### config.mk
export PLATFORM = sky130hd
export DESIGN_NAME = h264_rtp_depacketizer_flat
export DESIGN_NICKNAME = d
export VERILOG_FILES = /design/src/hdl/h264d_pkg.sv /design/src/hdl/h264d_req_if.sv /design/src/hdl/h264d_rsp_if.sv /design/src/hdl/h264d_front.sv /design/src/hdl/h264d_fifo.sv /design/src/hdl/h264d_back.sv /design/src/hdl/h264_rtp_depacketizer.sv /design/src/flat_wrapper.sv
export VERILOG_INCLUDE_DIRS = /design/src /design/src/hdl
export SDC_FILE = /design/constraint.sdc
export NUM_CORES = 1
export LEC_CHECK = 0
export BUFFER_PORTS_ARGS = -buffer_cell sky130_fd_sc_hd__buf_2
export CAP_MARGIN = 20
export CORE_MARGIN = 2
export CORE_UTILIZATION = 50
export DETAILED_ROUTE_END_ITERATION = 8
export GPL_ROUTABILITY_DRIVEN = 0
export PLACE_DENSITY = 0.67
export RECOVER_POWER = 25
export SLEW_MARGIN = 30
export SYNTH_ARGS = -nofsm -noshare
export SYNTH_HDL_FRONTEND = slang
export SYNTH_SLANG_ARGS = --single-unit
export TNS_END_PERCENT = 5
### constraint.sdc
create_clock -name clock -period 4.8 [get_ports clock]
set_clock_uncertainty 0.05 [all_clocks]
set_input_delay 0.72 -clock clock [delete_from_list [all_inputs] [get_ports clock]]
set_output_delay 0.72 -clock clock [all_outputs]
set_load 0.02 [all_outputs]
### src/hdl/h264_rtp_depacketizer_assert.svh
// Assertion macros shared by the depacketizer RTL.
// No dependencies; included by modules that carry concurrent checks.
`ifndef H264_RTP_DEPACKETIZER_ASSERT_SVH
`define H264_RTP_DEPACKETIZER_ASSERT_SVH

// Same-cycle implication.
`define H264D_ASSERT_IMP(label, clk, rst, ante, cons, msg) \
   label: assert property (@(posedge clk) disable iff (rst) (ante) |-> (cons)) \
      else $error(msg);

// Next-cycle implication.
`define H264D_ASSERT_NXT(label, clk, rst, ante, cons, msg) \
   label: assert property (@(posedge clk) disable iff (rst) (ante) |=> (cons)) \
      else $error(msg);

`endif

### src/hdl/h264d_pkg.sv
// Package for the H.264 RTP depacketizer: constants, status codes, command
// and result types. No dependencies.
`default_nettype none

package h264d_pkg;

   localparam logic [4:0] TYPE_SINGLE_LO = 5'd1;
   localparam logic [4:0] TYPE_SINGLE_HI = 5'd12;
   localparam logic [4:0] TYPE_STAP_A    = 5'd24;
   localparam logic [4:0] TYPE_FU_A      = 5'd28;

   localparam logic [2:0] STATUS_OK        = 3'd0;
   localparam logic [2:0] STATUS_UNSUP     = 3'd1;
   localparam logic [2:0] STATUS_NO_START  = 3'd2;
   localparam logic [2:0] STATUS_START_END = 3'd3;
   localparam logic [2:0] STATUS_BAD_LEN   = 3'd4;

   // Start code 00 00 00 01 followed by the NAL header byte.
   localparam logic [2:0] STEP_LAST_ZERO = 3'd2;
   localparam logic [2:0] STEP_ONE       = 3'd3;
   localparam logic [2:0] STEP_HDR       = 3'd4;

   typedef struct packed {
      logic [7:0] data;
      logic       emit;
      logic       with_start;
      logic       done;
      logic [2:0] status;
   } cmd_type;

   typedef struct packed {
      logic [7:0] out_byte;
      logic       byte_valid;
      logic       nal_begin;
      logic       packet_done;
      logic [2:0] packet_status;
      logic       last_of_run;
   } rsp_item_type;

endpackage

`default_nettype wire

### src/hdl/h264d_req_if.sv
// Input channel: one RTP payload byte per transfer with packet markers.
// No dependencies.
`default_nettype none

interface h264d_req_if;
   logic       valid;
   logic       ready;
   logic [7:0] data_byte;
   logic       first_byte;
   logic       last_byte;

   modport source(output valid, data_byte, first_byte, last_byte, input ready);
   modport sink(input valid, data_byte, first_byte, last_byte, output ready);
endinterface

`default_nettype wire

### src/hdl/h264d_rsp_if.sv
// Result channel: one Annex B stream byte or status item per transfer.
// No dependencies.
`default_nettype none

interface h264d_rsp_if;
   logic       valid;
   logic       ready;
   logic [7:0] out_byte;
   logic       byte_valid;
   logic       nal_begin;
   logic       packet_done;
   logic [2:0] packet_status;
   logic       last_of_run;

   modport source(output valid, out_byte, byte_valid, nal_begin, packet_done,
                  packet_status, last_of_run, input ready);
   modport sink(input valid, out_byte, byte_valid, nal_begin, packet_done,
                packet_status, last_of_run, output ready);
endinterface

`default_nettype wire

### src/hdl/h264d_front.sv
// Front end: accepts payload bytes, tracks packet parsing state and issues
// one command per byte that produces output. Uses h264d_pkg, h264d_req_if.
`default_nettype none

module h264d_front
   import h264d_pkg::*;
(
   input  wire logic   clock,
   input  wire logic   reset,
   h264d_req_if.sink   req,
   input  wire logic   q_full,
   output logic        q_push,
   output cmd_type     q_cmd
);

   localparam logic [2:0] M_IDLE      = 3'd0;
   localparam logic [2:0] M_COPY      = 3'd1;
   localparam logic [2:0] M_LEN_HI    = 3'd2;
   localparam logic [2:0] M_LEN_LO    = 3'd3;
   localparam logic [2:0] M_UNIT_HDR  = 3'd4;
   localparam logic [2:0] M_UNIT_BODY = 3'd5;
   localparam logic [2:0] M_FU_HDR    = 3'd6;
   localparam logic [2:0] M_DROP      = 3'd7;

   logic [2:0]  mode_ff, mode_in;
   logic [15:0] left_ff, left_in;
   logic [7:0]  len_hi_ff, len_hi_in;
   logic [2:0]  ind_ff, ind_in;
   logic        frag_ff, frag_in;
   logic [2:0]  err_ff, err_in;

   logic        accept;
   logic [4:0]  nal_type;
   logic [15:0] left_dec;
   cmd_type     cmd;

   assign req.ready = !q_full;
   assign accept    = req.valid && !q_full;
   assign nal_type  = req.data_byte[4:0];
   assign left_dec  = left_ff - 16'd1;

   always_comb begin
      mode_in   = mode_ff;
      left_in   = left_ff;
      len_hi_in = len_hi_ff;
      ind_in    = ind_ff;
      frag_in   = frag_ff;
      err_in    = err_ff;
      cmd.data       = req.data_byte;
      cmd.emit       = 1'b0;
      cmd.with_start = 1'b0;
      cmd.done       = 1'b0;
      cmd.status     = STATUS_OK;

      if (req.first_byte) begin
         err_in = STATUS_OK;
         if (nal_type >= TYPE_SINGLE_LO && nal_type <= TYPE_SINGLE_HI) begin
            cmd.emit       = 1'b1;
            cmd.with_start = 1'b1;
            mode_in        = M_COPY;
         end else if (nal_type == TYPE_STAP_A) begin
            mode_in = M_LEN_HI;
         end else if (nal_type == TYPE_FU_A) begin
            ind_in  = req.data_byte[7:5];
            mode_in = M_FU_HDR;
         end else begin
            err_in  = STATUS_UNSUP;
            mode_in = M_DROP;
         end
      end else begin
         unique case (mode_ff)
            M_COPY: begin
               cmd.emit = 1'b1;
            end
            M_LEN_HI: begin
               len_hi_in = req.data_byte;
               mode_in   = M_LEN_LO;
            end
            M_LEN_LO: begin
               left_in = {len_hi_ff, req.data_byte};
               if ({len_hi_ff, req.data_byte} == 16'd0) begin
                  err_in  = STATUS_BAD_LEN;
                  mode_in = M_DROP;
               end else begin
                  mode_in = M_UNIT_HDR;
               end
            end
            M_UNIT_HDR, M_UNIT_BODY: begin
               cmd.emit       = 1'b1;
               cmd.with_start = (mode_ff == M_UNIT_HDR);
               left_in        = left_dec;
               mode_in        = (left_dec == 16'd0) ? M_LEN_HI : M_UNIT_BODY;
            end
            M_FU_HDR: begin
               priority if (req.data_byte[7] && req.data_byte[6]) begin
                  frag_in = 1'b0;
                  err_in  = STATUS_START_END;
                  mode_in = M_DROP;
               end else if (req.data_byte[7]) begin
                  if (frag_ff) begin
                     mode_in = M_DROP;
                  end else begin
                     frag_in        = 1'b1;
                     cmd.emit       = 1'b1;
                     cmd.with_start = 1'b1;
                     cmd.data       = {ind_ff, req.data_byte[4:0]};
                     mode_in        = M_COPY;
                  end
               end else if (frag_ff) begin
                  if (req.data_byte[6]) begin
                     frag_in = 1'b0;
                  end
                  mode_in = M_COPY;
               end else begin
                  err_in  = STATUS_NO_START;
                  mode_in = M_DROP;
               end
            end
            default: begin
            end
         endcase
      end

      if (req.last_byte && mode_in != M_IDLE) begin
         if (err_in == STATUS_OK && (mode_in == M_LEN_LO || mode_in == M_UNIT_HDR ||
                                     mode_in == M_UNIT_BODY || mode_in == M_FU_HDR)) begin
            err_in = STATUS_BAD_LEN;
         end
         cmd.done   = 1'b1;
         cmd.status = err_in;
         mode_in    = M_IDLE;
         err_in     = STATUS_OK;
      end
   end

   assign q_push = accept && (cmd.emit || cmd.done);
   assign q_cmd  = cmd;

   always_ff @(posedge clock) begin
      if (reset) begin
         mode_ff   <= M_IDLE;
         left_ff   <= 16'd0;
         len_hi_ff <= 8'd0;
         ind_ff    <= 3'd0;
         frag_ff   <= 1'b0;
         err_ff    <= STATUS_OK;
      end else if (accept) begin
         mode_ff   <= mode_in;
         left_ff   <= left_in;
         len_hi_ff <= len_hi_in;
         ind_ff    <= ind_in;
         frag_ff   <= frag_in;
         err_ff    <= err_in;
      end
   end

endmodule

`default_nettype wire

### src/hdl/h264d_fifo.sv
// Command queue between front end and output sequencer.
// Uses h264d_pkg and the assertion macro header.
`default_nettype none
`include "h264_rtp_depacketizer_assert.svh"

module h264d_fifo
   import h264d_pkg::*;
#(
   parameter int DEPTH = 4
) (
   input  wire logic    clock,
   input  wire logic    reset,
   input  wire logic    push,
   input  wire cmd_type push_cmd,
   output logic         full,
   input  wire logic    pop,
   output cmd_type      head,
   output logic         empty
);

   localparam int AW = $clog2(DEPTH);
   localparam int CW = $clog2(DEPTH + 1);

   cmd_type         mem_ff [DEPTH];
   logic [AW-1:0]   wr_ptr_ff, wr_ptr_in;
   logic [AW-1:0]   rd_ptr_ff, rd_ptr_in;
   logic [CW-1:0]   count_ff, count_in;

   assign full  = (count_ff == CW'(DEPTH));
   assign empty = (count_ff == '0);
   assign head  = mem_ff[rd_ptr_ff];

   always_comb begin
      wr_ptr_in = wr_ptr_ff;
      rd_ptr_in = rd_ptr_ff;
      count_in  = count_ff;
      if (push) begin
         wr_ptr_in = (wr_ptr_ff == AW'(DEPTH - 1)) ? '0 : wr_ptr_ff + 1'b1;
      end
      if (pop) begin
         rd_ptr_in = (rd_ptr_ff == AW'(DEPTH - 1)) ? '0 : rd_ptr_ff + 1'b1;
      end
      if (push && !pop) begin
         count_in = count_ff + 1'b1;
      end else if (pop && !push) begin
         count_in = count_ff - 1'b1;
      end
   end

   always_ff @(posedge clock) begin
      if (push) begin
         mem_ff[wr_ptr_ff] <= push_cmd;
      end
   end

   always_ff @(posedge clock) begin
      if (reset) begin
         wr_ptr_ff <= '0;
         rd_ptr_ff <= '0;
         count_ff  <= '0;
      end else begin
         wr_ptr_ff <= wr_ptr_in;
         rd_ptr_ff <= rd_ptr_in;
         count_ff  <= count_in;
      end
   end

   `H264D_ASSERT_IMP(a_no_overflow, clock, reset, push, !full, "push into full queue")
   `H264D_ASSERT_IMP(a_no_underflow, clock, reset, pop, !empty, "pop from empty queue")
   `H264D_ASSERT_NXT(a_count_up, clock, reset, push && !pop,
                     count_ff == $past(count_ff) + 1'b1, "count did not advance")

endmodule

`default_nettype wire

### src/hdl/h264d_back.sv
// Output sequencer: expands queued commands into result transfers, adding
// the start code where needed. Uses h264d_pkg, h264d_rsp_if, assertion macros.
`default_nettype none
`include "h264_rtp_depacketizer_assert.svh"

module h264d_back
   import h264d_pkg::*;
(
   input  wire logic    clock,
   input  wire logic    reset,
   input  wire cmd_type cmd,
   input  wire logic    cmd_valid,
   output logic         cmd_pop,
   h264d_rsp_if.source  rsp
);

   logic [2:0]   step_ff, step_in;
   logic         rsp_valid_ff;
   rsp_item_type item_ff, item_in;
   logic         out_free;
   logic         fire;
   logic         final_item;

   assign out_free   = !rsp_valid_ff || rsp.ready;
   assign fire       = cmd_valid && out_free;
   assign final_item = !cmd.with_start || (step_ff == STEP_HDR);
   assign cmd_pop    = fire && final_item;
   assign step_in    = final_item ? 3'd0 : step_ff + 3'd1;

   always_comb begin
      item_in.out_byte = cmd.data;
      if (cmd.with_start && step_ff <= STEP_LAST_ZERO) begin
         item_in.out_byte = 8'h00;
      end else if (cmd.with_start && step_ff == STEP_ONE) begin
         item_in.out_byte = 8'h01;
      end else if (!cmd.emit) begin
         item_in.out_byte = 8'h00;
      end
      item_in.byte_valid    = cmd.emit;
      item_in.nal_begin     = cmd.with_start && (step_ff == 3'd0);
      item_in.packet_done   = final_item && cmd.done;
      item_in.packet_status = (final_item && cmd.done) ? cmd.status : STATUS_OK;
      item_in.last_of_run   = final_item;
   end

   always_ff @(posedge clock) begin
      if (reset) begin
         step_ff      <= 3'd0;
         rsp_valid_ff <= 1'b0;
      end else begin
         if (fire) begin
            step_ff      <= step_in;
            rsp_valid_ff <= 1'b1;
         end else if (rsp.ready) begin
            rsp_valid_ff <= 1'b0;
         end
      end
   end

   always_ff @(posedge clock) begin
      if (fire) begin
         item_ff <= item_in;
      end
   end

   assign rsp.valid         = rsp_valid_ff;
   assign rsp.out_byte      = item_ff.out_byte;
   assign rsp.byte_valid    = item_ff.byte_valid;
   assign rsp.nal_begin     = item_ff.nal_begin;
   assign rsp.packet_done   = item_ff.packet_done;
   assign rsp.packet_status = item_ff.packet_status;
   assign rsp.last_of_run   = item_ff.last_of_run;

   `H264D_ASSERT_IMP(a_step_has_cmd, clock, reset, step_ff != 3'd0,
                     cmd_valid && cmd.with_start, "start sequence without command")
   `H264D_ASSERT_IMP(a_done_is_last, clock, reset, rsp_valid_ff && item_ff.packet_done,
                     item_ff.last_of_run, "packet close not last of run")
   `H264D_ASSERT_IMP(a_step_range, clock, reset, 1'b1, step_ff <= STEP_HDR,
                     "step counter out of range")

endmodule

`default_nettype wire

### src/hdl/h264_rtp_depacketizer.sv
// H.264 RTP depacketizer (single NAL, STAP-A, FU-A) producing Annex B bytes.
// One payload byte is taken per cycle while the command queue has room. A
// byte that opens a NAL unit yields five results (00 00 00 01 and header),
// other bytes yield one or none; the output register delivers one result
// per cycle while the receiver is ready, so copied data sustains one input
// byte per cycle, and a start-code byte holds the output for five results;
// QUEUE_DEPTH commands of slack lie between the parser and the output
// sequencer. A byte's results pass through the command queue and then the
// output register. Uses h264d_pkg, h264d_req_if, h264d_rsp_if, h264d_front,
// h264d_fifo, h264d_back.
`default_nettype none

module h264_rtp_depacketizer
   import h264d_pkg::*;
#(
   parameter int QUEUE_DEPTH = 4
) (
   input  wire logic   clock,
   input  wire logic   reset,
   h264d_req_if.sink   req_ch,
   h264d_rsp_if.source rsp_ch
);

   logic    q_push;
   logic    q_full;
   logic    q_pop;
   logic    q_empty;
   cmd_type q_in;
   cmd_type q_head;

   h264d_front u_front (
      .clock  (clock),
      .reset  (reset),
      .req    (req_ch),
      .q_full (q_full),
      .q_push (q_push),
      .q_cmd  (q_in)
   );

   h264d_fifo #(
      .DEPTH (QUEUE_DEPTH)
   ) u_fifo (
      .clock    (clock),
      .reset    (reset),
      .push     (q_push),
      .push_cmd (q_in),
      .full     (q_full),
      .pop      (q_pop),
      .head     (q_head),
      .empty    (q_empty)
   );

   h264d_back u_back (
      .clock     (clock),
      .reset     (reset),
      .cmd       (q_head),
      .cmd_valid (!q_empty),
      .cmd_pop   (q_pop),
      .rsp       (rsp_ch)
   );

endmodule

`default_nettype wire
### src/flat_wrapper.sv
// flat-port wrapper written by rule: the top's interface ports become plain ports
module h264_rtp_depacketizer_flat import h264d_pkg::*;
#(
   parameter int QUEUE_DEPTH = 4
)
  (clock, reset, req_ch_valid, req_ch_data_byte, req_ch_first_byte, req_ch_last_byte, req_ch_ready, rsp_ch_valid, rsp_ch_out_byte, rsp_ch_byte_valid, rsp_ch_nal_begin, rsp_ch_packet_done, rsp_ch_packet_status, rsp_ch_last_of_run, rsp_ch_ready);
  h264d_req_if req_ch_i ();
  h264d_rsp_if rsp_ch_i ();
  input  wire logic clock;
  input  wire logic reset;
  input wire logic [$bits(req_ch_i.valid)-1:0] req_ch_valid;
  input wire logic [$bits(req_ch_i.data_byte)-1:0] req_ch_data_byte;
  input wire logic [$bits(req_ch_i.first_byte)-1:0] req_ch_first_byte;
  input wire logic [$bits(req_ch_i.last_byte)-1:0] req_ch_last_byte;
  output wire logic [$bits(req_ch_i.ready)-1:0] req_ch_ready;
  output wire logic [$bits(rsp_ch_i.valid)-1:0] rsp_ch_valid;
  output wire logic [$bits(rsp_ch_i.out_byte)-1:0] rsp_ch_out_byte;
  output wire logic [$bits(rsp_ch_i.byte_valid)-1:0] rsp_ch_byte_valid;
  output wire logic [$bits(rsp_ch_i.nal_begin)-1:0] rsp_ch_nal_begin;
  output wire logic [$bits(rsp_ch_i.packet_done)-1:0] rsp_ch_packet_done;
  output wire logic [$bits(rsp_ch_i.packet_status)-1:0] rsp_ch_packet_status;
  output wire logic [$bits(rsp_ch_i.last_of_run)-1:0] rsp_ch_last_of_run;
  input wire logic [$bits(rsp_ch_i.ready)-1:0] rsp_ch_ready;
  assign req_ch_i.valid = req_ch_valid;
  assign req_ch_i.data_byte = req_ch_data_byte;
  assign req_ch_i.first_byte = req_ch_first_byte;
  assign req_ch_i.last_byte = req_ch_last_byte;
  assign req_ch_ready = req_ch_i.ready;
  assign rsp_ch_valid = rsp_ch_i.valid;
  assign rsp_ch_out_byte = rsp_ch_i.out_byte;
  assign rsp_ch_byte_valid = rsp_ch_i.byte_valid;
  assign rsp_ch_nal_begin = rsp_ch_i.nal_begin;
  assign rsp_ch_packet_done = rsp_ch_i.packet_done;
  assign rsp_ch_packet_status = rsp_ch_i.packet_status;
  assign rsp_ch_last_of_run = rsp_ch_i.last_of_run;
  assign rsp_ch_i.ready = rsp_ch_ready;
  h264_rtp_depacketizer #(.QUEUE_DEPTH(QUEUE_DEPTH)) u_core (.clock(clock), .reset(reset), .req_ch(req_ch_i), .rsp_ch(rsp_ch_i));
endmodule
# Word-level counts from Yosys, hierarchy flattened
# Memories as Yosys holds them, arrays and structs flattened. A register that Yosys moved wholly into a read port is not among the register bits.
# Index checks and enable logic that the tools add are counted.
dict set report classes {
  order_cmp 3
  addsub 6
  mux 51
  bitwise_logic 4
  n_reduce_logical 42
  n_eq_ne 17
}
# cell n
set op_table {}
lappend op_table {{3-bit 2-to-1 mux} 19}
lappend op_table {{16-bit logical NOT} 2}
lappend op_table {{16-bit case mux with 2 select lines} 1}
lappend op_table {{10-bit 2-to-1 mux} 3}
lappend op_table {{3-bit == test, second input constant} 8}
lappend op_table {{8-bit 2-to-1 mux} 2}
lappend op_table {{16-bit by 1-bit subtractor with 16-bit output, second input constant} 1}
lappend op_table {{1-bit logical AND} 14}
lappend op_table {{1-bit 2-to-1 mux} 14}
lappend op_table {{2-bit 2-to-1 mux} 7}
lappend op_table {{3-bit by 2-bit == test with 1-bit output, second input constant} 4}
lappend op_table {{3-bit case mux with 4 select lines} 1}
lappend op_table {{5-bit == test, second input constant} 2}
lappend op_table {{3-bit logical NOT} 3}
lappend op_table {{3-bit AND reduction} 3}
lappend op_table {{3-bit by 1-bit adder with 3-bit output, second input constant} 2}
lappend op_table {{1-bit logical NOT} 6}
lappend op_table {{1-bit logical OR} 6}
lappend op_table {{3-bit case mux with 2 select lines} 1}
lappend op_table {{2-bit nonzero test} 3}
lappend op_table {{3-bit OR reduction} 2}
lappend op_table {{5-bit by 1-bit greater-or-equal comparator with 1-bit output, second input constant} 1}
lappend op_table {{5-bit by 4-bit less-or-equal comparator with 1-bit output, second input constant} 1}
lappend op_table {{5-bit AND reduction} 1}
lappend op_table {{10 further kinds} 16}
dict set report word_totals {
  elab_cells 142
  mem_bits_rw 56
  output_inout_bits 17
  reg_bits 60
  mem_count 1
}
# name depth width rd rd_ports_with_merged_regs wr line_no
set memory_table {}
lappend memory_table {u_core.u_fifo.mem_ff 4 14 1 1 1 h264d_fifo.sv:24} ;# cmd_type mem_ff [DEPTH];

# Longest topological paths before layout
dict set report logic_depth {
  depth_word 18
  ltp_mapped 13
  mapped_depth_nobuf 12
}

# Hierarchy
# Synthesis repeated with hierarchy kept, for this count alone.
dict set report unflattened {
  hier_cells 501
  area_unflattened_um2 5683.0
}
# module area_each_um2 cells_per_inst n_inst seq_area_each_um2
set modules_own_cells {}
lappend modules_own_cells {h264d_fifo 2488.6 117 1 1861.8}
lappend modules_own_cells {h264d_front 2383.5 322 1 680.7}
lappend modules_own_cells {h264d_back 807.0 61 1 530.5}
lappend modules_own_cells {h264_rtp_depacketizer 3.8 1 1 0.0}

# Worst setup path after synthesis
# OpenSTA, ideal clock, no wires.
dict set report synth_path {
  path_type {input port to flip-flop}
  start {input req_ch_data_byte[6]}
  end {register u_core.u_fifo.count_ff[2]}
  path_slack_ns 1.592
  arrival_ns 3.088
  stages 13
  path_buffers 2
  path_cell_list {clkbuf_1 nand2_1 nand2_1 a21o_1 o21ai_0 o21a_1 clkbuf_1 ha_1 inv_1 fa_1 xor2_1 or3_1 a21oi_1}
}
# element line_no
set synth_lines {}
lappend synth_lines {{start: declaration} flat_wrapper.sv:12} ;# input wire logic [$bits(req_ch_i.data_byte)-1:0] req_ch_data_byte;
lappend synth_lines {{end signal: assignment} h264d_fifo.sv:64} ;# count_ff <= count_in;
lappend synth_lines {{end: declaration} h264d_fifo.sv:27} ;# logic [CW-1:0] count_ff, count_in;

==> flow_summary_export.csv <==
group,metric,value,unit
status,status,"complete, but fails checks",
status,violations,"capacitance limit, slew limit",
cts,cts_hold_buf,0,
setup_path,reg2reg_depth,9,
logic_synthesis,synth_seq_cells,118,
route,drc_errors,0,
logic_synthesis,yosysWarnings,0,
cts,clk_pin_slew,0.06,ns
setup_path,critPathLaunch,"req_ch_data_byte[3]",
global_routing,grt_pass1_vias,3744,
global_routing,grt_max_degree,46,
global_routing,grt-ovfl-total,0,
timing,report.final.setup_viol,0,
logic_synthesis,async_flop_share,0,
logic_synthesis,yosys.cell_types.count,62,
placed_design,dpl.hpwl,8020,um
logic_synthesis,syn_area,5550,sq um
cells_and_area,area.growth.synth_to_final,14.4,%
setup_path,cp_top_family,"compound AO/OA/AOI/OAI gates",
logic_synthesis,synthTopCellsByArea,"edfxtp_1, dfxtp_1, mux4_2",
logic_synthesis,synth_top_flop_cell,"edfxtp_1",
timing,min_period,3.28,ns
cts,cts_tree,"done",
logic_synthesis,netlist.area_leader.share,0.384,
logic_synthesis,synth_top_cell_by_area,"edfxtp_1",
logic_synthesis,synth_nets,533,
timing,setup_ws,1.52,ns
placed_design,dp_slack,1.16,ns
timing,rsz0062_at_grt,"false",
global_routing,antenna_found_initial,0,
cts,cts_resized,0,
setup_path,reg2reg_from,"u_core.u_front.left_ff[0]",
setup_path,crit_path_end_kind,"flip-flop",
setup_path,path_buf_inv,2,
cells_and_area,layout-drive-gt1-share,0.138,
setup_path,cp.required,5.16,ns
setup_path,cp_max_fo,10,
setup_path,cp.arrival,3.64,ns
setup_path,path_cells,"clkbuf_1, nor4_1, nor3b_1, o21ai_0, o21ai_0, o21a_1, ha_1, inv_1, fa_1, xor2_1, or3_1, a21oi_1",
cells_and_area,num_antenna_cells,0,
route,routed_wirelength,11900,um
hold_path,hp-class,"flip-flop to flip-flop",
setup_path,r2r_setup_slack,1.65,ns
timing,max_freq,305,MHz
die,die-area,12000,sq um
die,num_rows,38,
route,dr.first_iter.drc_count,378,
route,antenna_left,0,
logic_synthesis,synth_cells,505,
cts,h-tree-depth,4,
die,core_area,10800,sq um
logic_synthesis,yosys-top-cells-count,"edfxtp_1, nor2_1, dfxtp_1, nand2_1, a21oi_1",
run,drv_cap,1,
logic_synthesis,synth-seq-area-share,0.554,
setup_path,critPathMaxStageDelay,0.37,ns
cells_and_area,fin_nets,558,
global_routing,grt_pass1_wl,19600,um
route,vias,4086,
die,initial_utilization,0.512,
cts,cts.path.max_buffers,2,
setup_path,r2r-end,"u_core.u_fifo.mem_ff[2][2]",
setup_path,slowest_stage,"clkbuf_1",
pwr,p_leak,0.00235,uW
setup_path,crit_end,"u_core.u_fifo.count_ff[2]",
cts,cts_sinks,118,
cts,cts_root_buf,"clkbuf_8",
setup_path,crit_path_start_kind,"primary input",
cts,cts_setup_buffers,0,
die,die_y,109,um
logic_synthesis,synth.avg_cell_area,11.0,sq um
setup_path,crit_top_cell,"o21ai_0",
die,ios,31,
cts,cts_made_buffers,17,
placed_design,port_buffers,30,
timing,hold_viol,0,
global_routing,grt_util_all_layers,0.217,
route,wire_per_inst,17.5,um
pwr,irDropWorstVdd,0.241,mV
setup_path,criticalPathCategory,"primary input to flip-flop",
pwr,p_per_area,510,nW/um^2
timing,worstMarginPinSlew,2.09,ns
timing,slew_headroom,-0.393,
route,firstDrtPassIters,5,
cells_and_area,fillCellCount,917,
timing,fin_crit_sh,0.683,
cts,insertion_delay,0.52,ns
die,dieWidth,109,um
timing,tns,0,ns
route,vias_per_cell,5.98,
timing,slew_violations,46,
logic_synthesis,yosysMostFrequentCell,"edfxtp_1",
logic_synthesis,synth_edf_count,71,
setup_path,cp.depth,12,
==> metal layers <==
metal / part of all wire / vias up / track usage
li1: - / 1937 / -
met1: 0.47 / 1972 / 0.320
met2: 0.45 / 160 / 0.320
met3: 0.065 / 17 / 0.0563
met4: 0.011 / 0 / 0.0552
met5: 0 / - / 0
==> layout by cell type (no fill, tap or decap), drive strengths merged, types with 5 or more instances in the layout <==
cell type / count
mux4: 14
nand3: 10
clkinv: 6
inv: 20
nor2: 67
nand2: 46
clkbuf: 34
o21a: 5
edfxtp: 71
nor3: 17
and3: 11
a2bb2oi: 5
nor4: 5
a22oi: 10
a21oi: 31
dfxtp: 47
o21ai: 22
nor2b: 6
and2: 5
ha: 13
mux2i: 14
buf: 19
==> registers in the layout, indices dropped and copies added, names as in the netlist, named ones only <==
register / flops
u_core.u_back.rsp.packet_status: 3
u_core.u_fifo.wr_ptr_ff: 2
u_core.u_fifo.count_ff: 3
u_core.u_front.frag_ff: 1
u_core.u_front.mode_ff: 3
u_core.u_fifo.mem_ff: 56
u_core.u_back.rsp.last_of_run: 1
u_core.u_back.rsp.byte_valid: 1
u_core.u_back.rsp.out_byte: 8
u_core.u_back.step_ff: 3
u_core.u_front.ind_ff: 3
u_core.u_back.rsp.nal_begin: 1
u_core.u_back.rsp.packet_done: 1
u_core.u_back.rsp.valid: 1
u_core.u_front.err_ff: 3
u_core.u_front.left_ff: 16
u_core.u_front.len_hi_ff: 8
u_core.u_fifo.rd_ptr_ff: 2
==> worst register-to-register path, delay by kind of cell, from the launching register on <==
family                     cells  cell delay, ns
AOI/OAI and AO/OA              4            1.25
xor gates and xnor gates       1            0.16
adders and majority gates      1            0.37
buffers and inverters          1            0.11
DFF                            1            0.38
and+or+nand+nor                2            0.61
==> cell families (layout without fill, tap and decap cells) <==
family	Yosys count	in the layout	share of synthesized area
buffers and inverters	44	82	0.0316
AND/OR/NAND/NOR	189	189	0.165
AO/OA/AOI/OAI	106	106	0.125
adder cells (fa/ha/maj)	14	14	0.0329
XOR/XNOR	5	5	0.00789
multiplexers	29	29	0.0841
flip-flops	118	118	0.554
==> per-stage QoR <==
stage,power (uW),cell area (sq um),hold WS [ns],utilization,std cells
floorplan,1860,5550,0.403,-,505
global placement,2050,5800,0.407,0.535,651
detailed placement,2080,5800,0.420,0.535,651
CTS,3280,6370,0.418,0.587,683
global route,3410,6350,0.443,0.586,683
finish,3240,6350,0.427,0.586,683
==> power breakdown <==
group          switching, uW  internal (uW)  leakage (uW)
sequential              68.7           1250       0.00105
clock                    466            734      0.000280
combinational            458            261       0.00103
total                    992           2250       0.00235
==> how the worst min path moves through the flow <==
stage                                  start                  endpoint  slack [ns]  cells past startpoint
floorplan           u_core.u_front.err_ff[0]  u_core.u_front.err_ff[0]        0.40                      2
global placement     u_core.u_back.rsp.valid   u_core.u_back.rsp.valid        0.41                      2
detailed placement   u_core.u_back.rsp.valid   u_core.u_back.rsp.valid        0.42                      2
CTS                             rsp_ch_ready   u_core.u_back.rsp.valid        0.42                      4
global route                    rsp_ch_ready   u_core.u_back.rsp.valid        0.44                      4
finish               u_core.u_back.rsp.valid   u_core.u_back.rsp.valid        0.43                      2
==> layout make-up <==
cell class,count,area (sq um),share of cell area
inverter,16,60.1,0.00946
timing repair buffer,34,161,0.0254
tap,140,175,0.0276
clock inverter,13,119,0.0187
clock buffer,19,453,0.0713
sequential,118,3070,0.484
multi-input combinational,343,2310,0.363
Note: power is estimated with default switching activity, not from simulation.
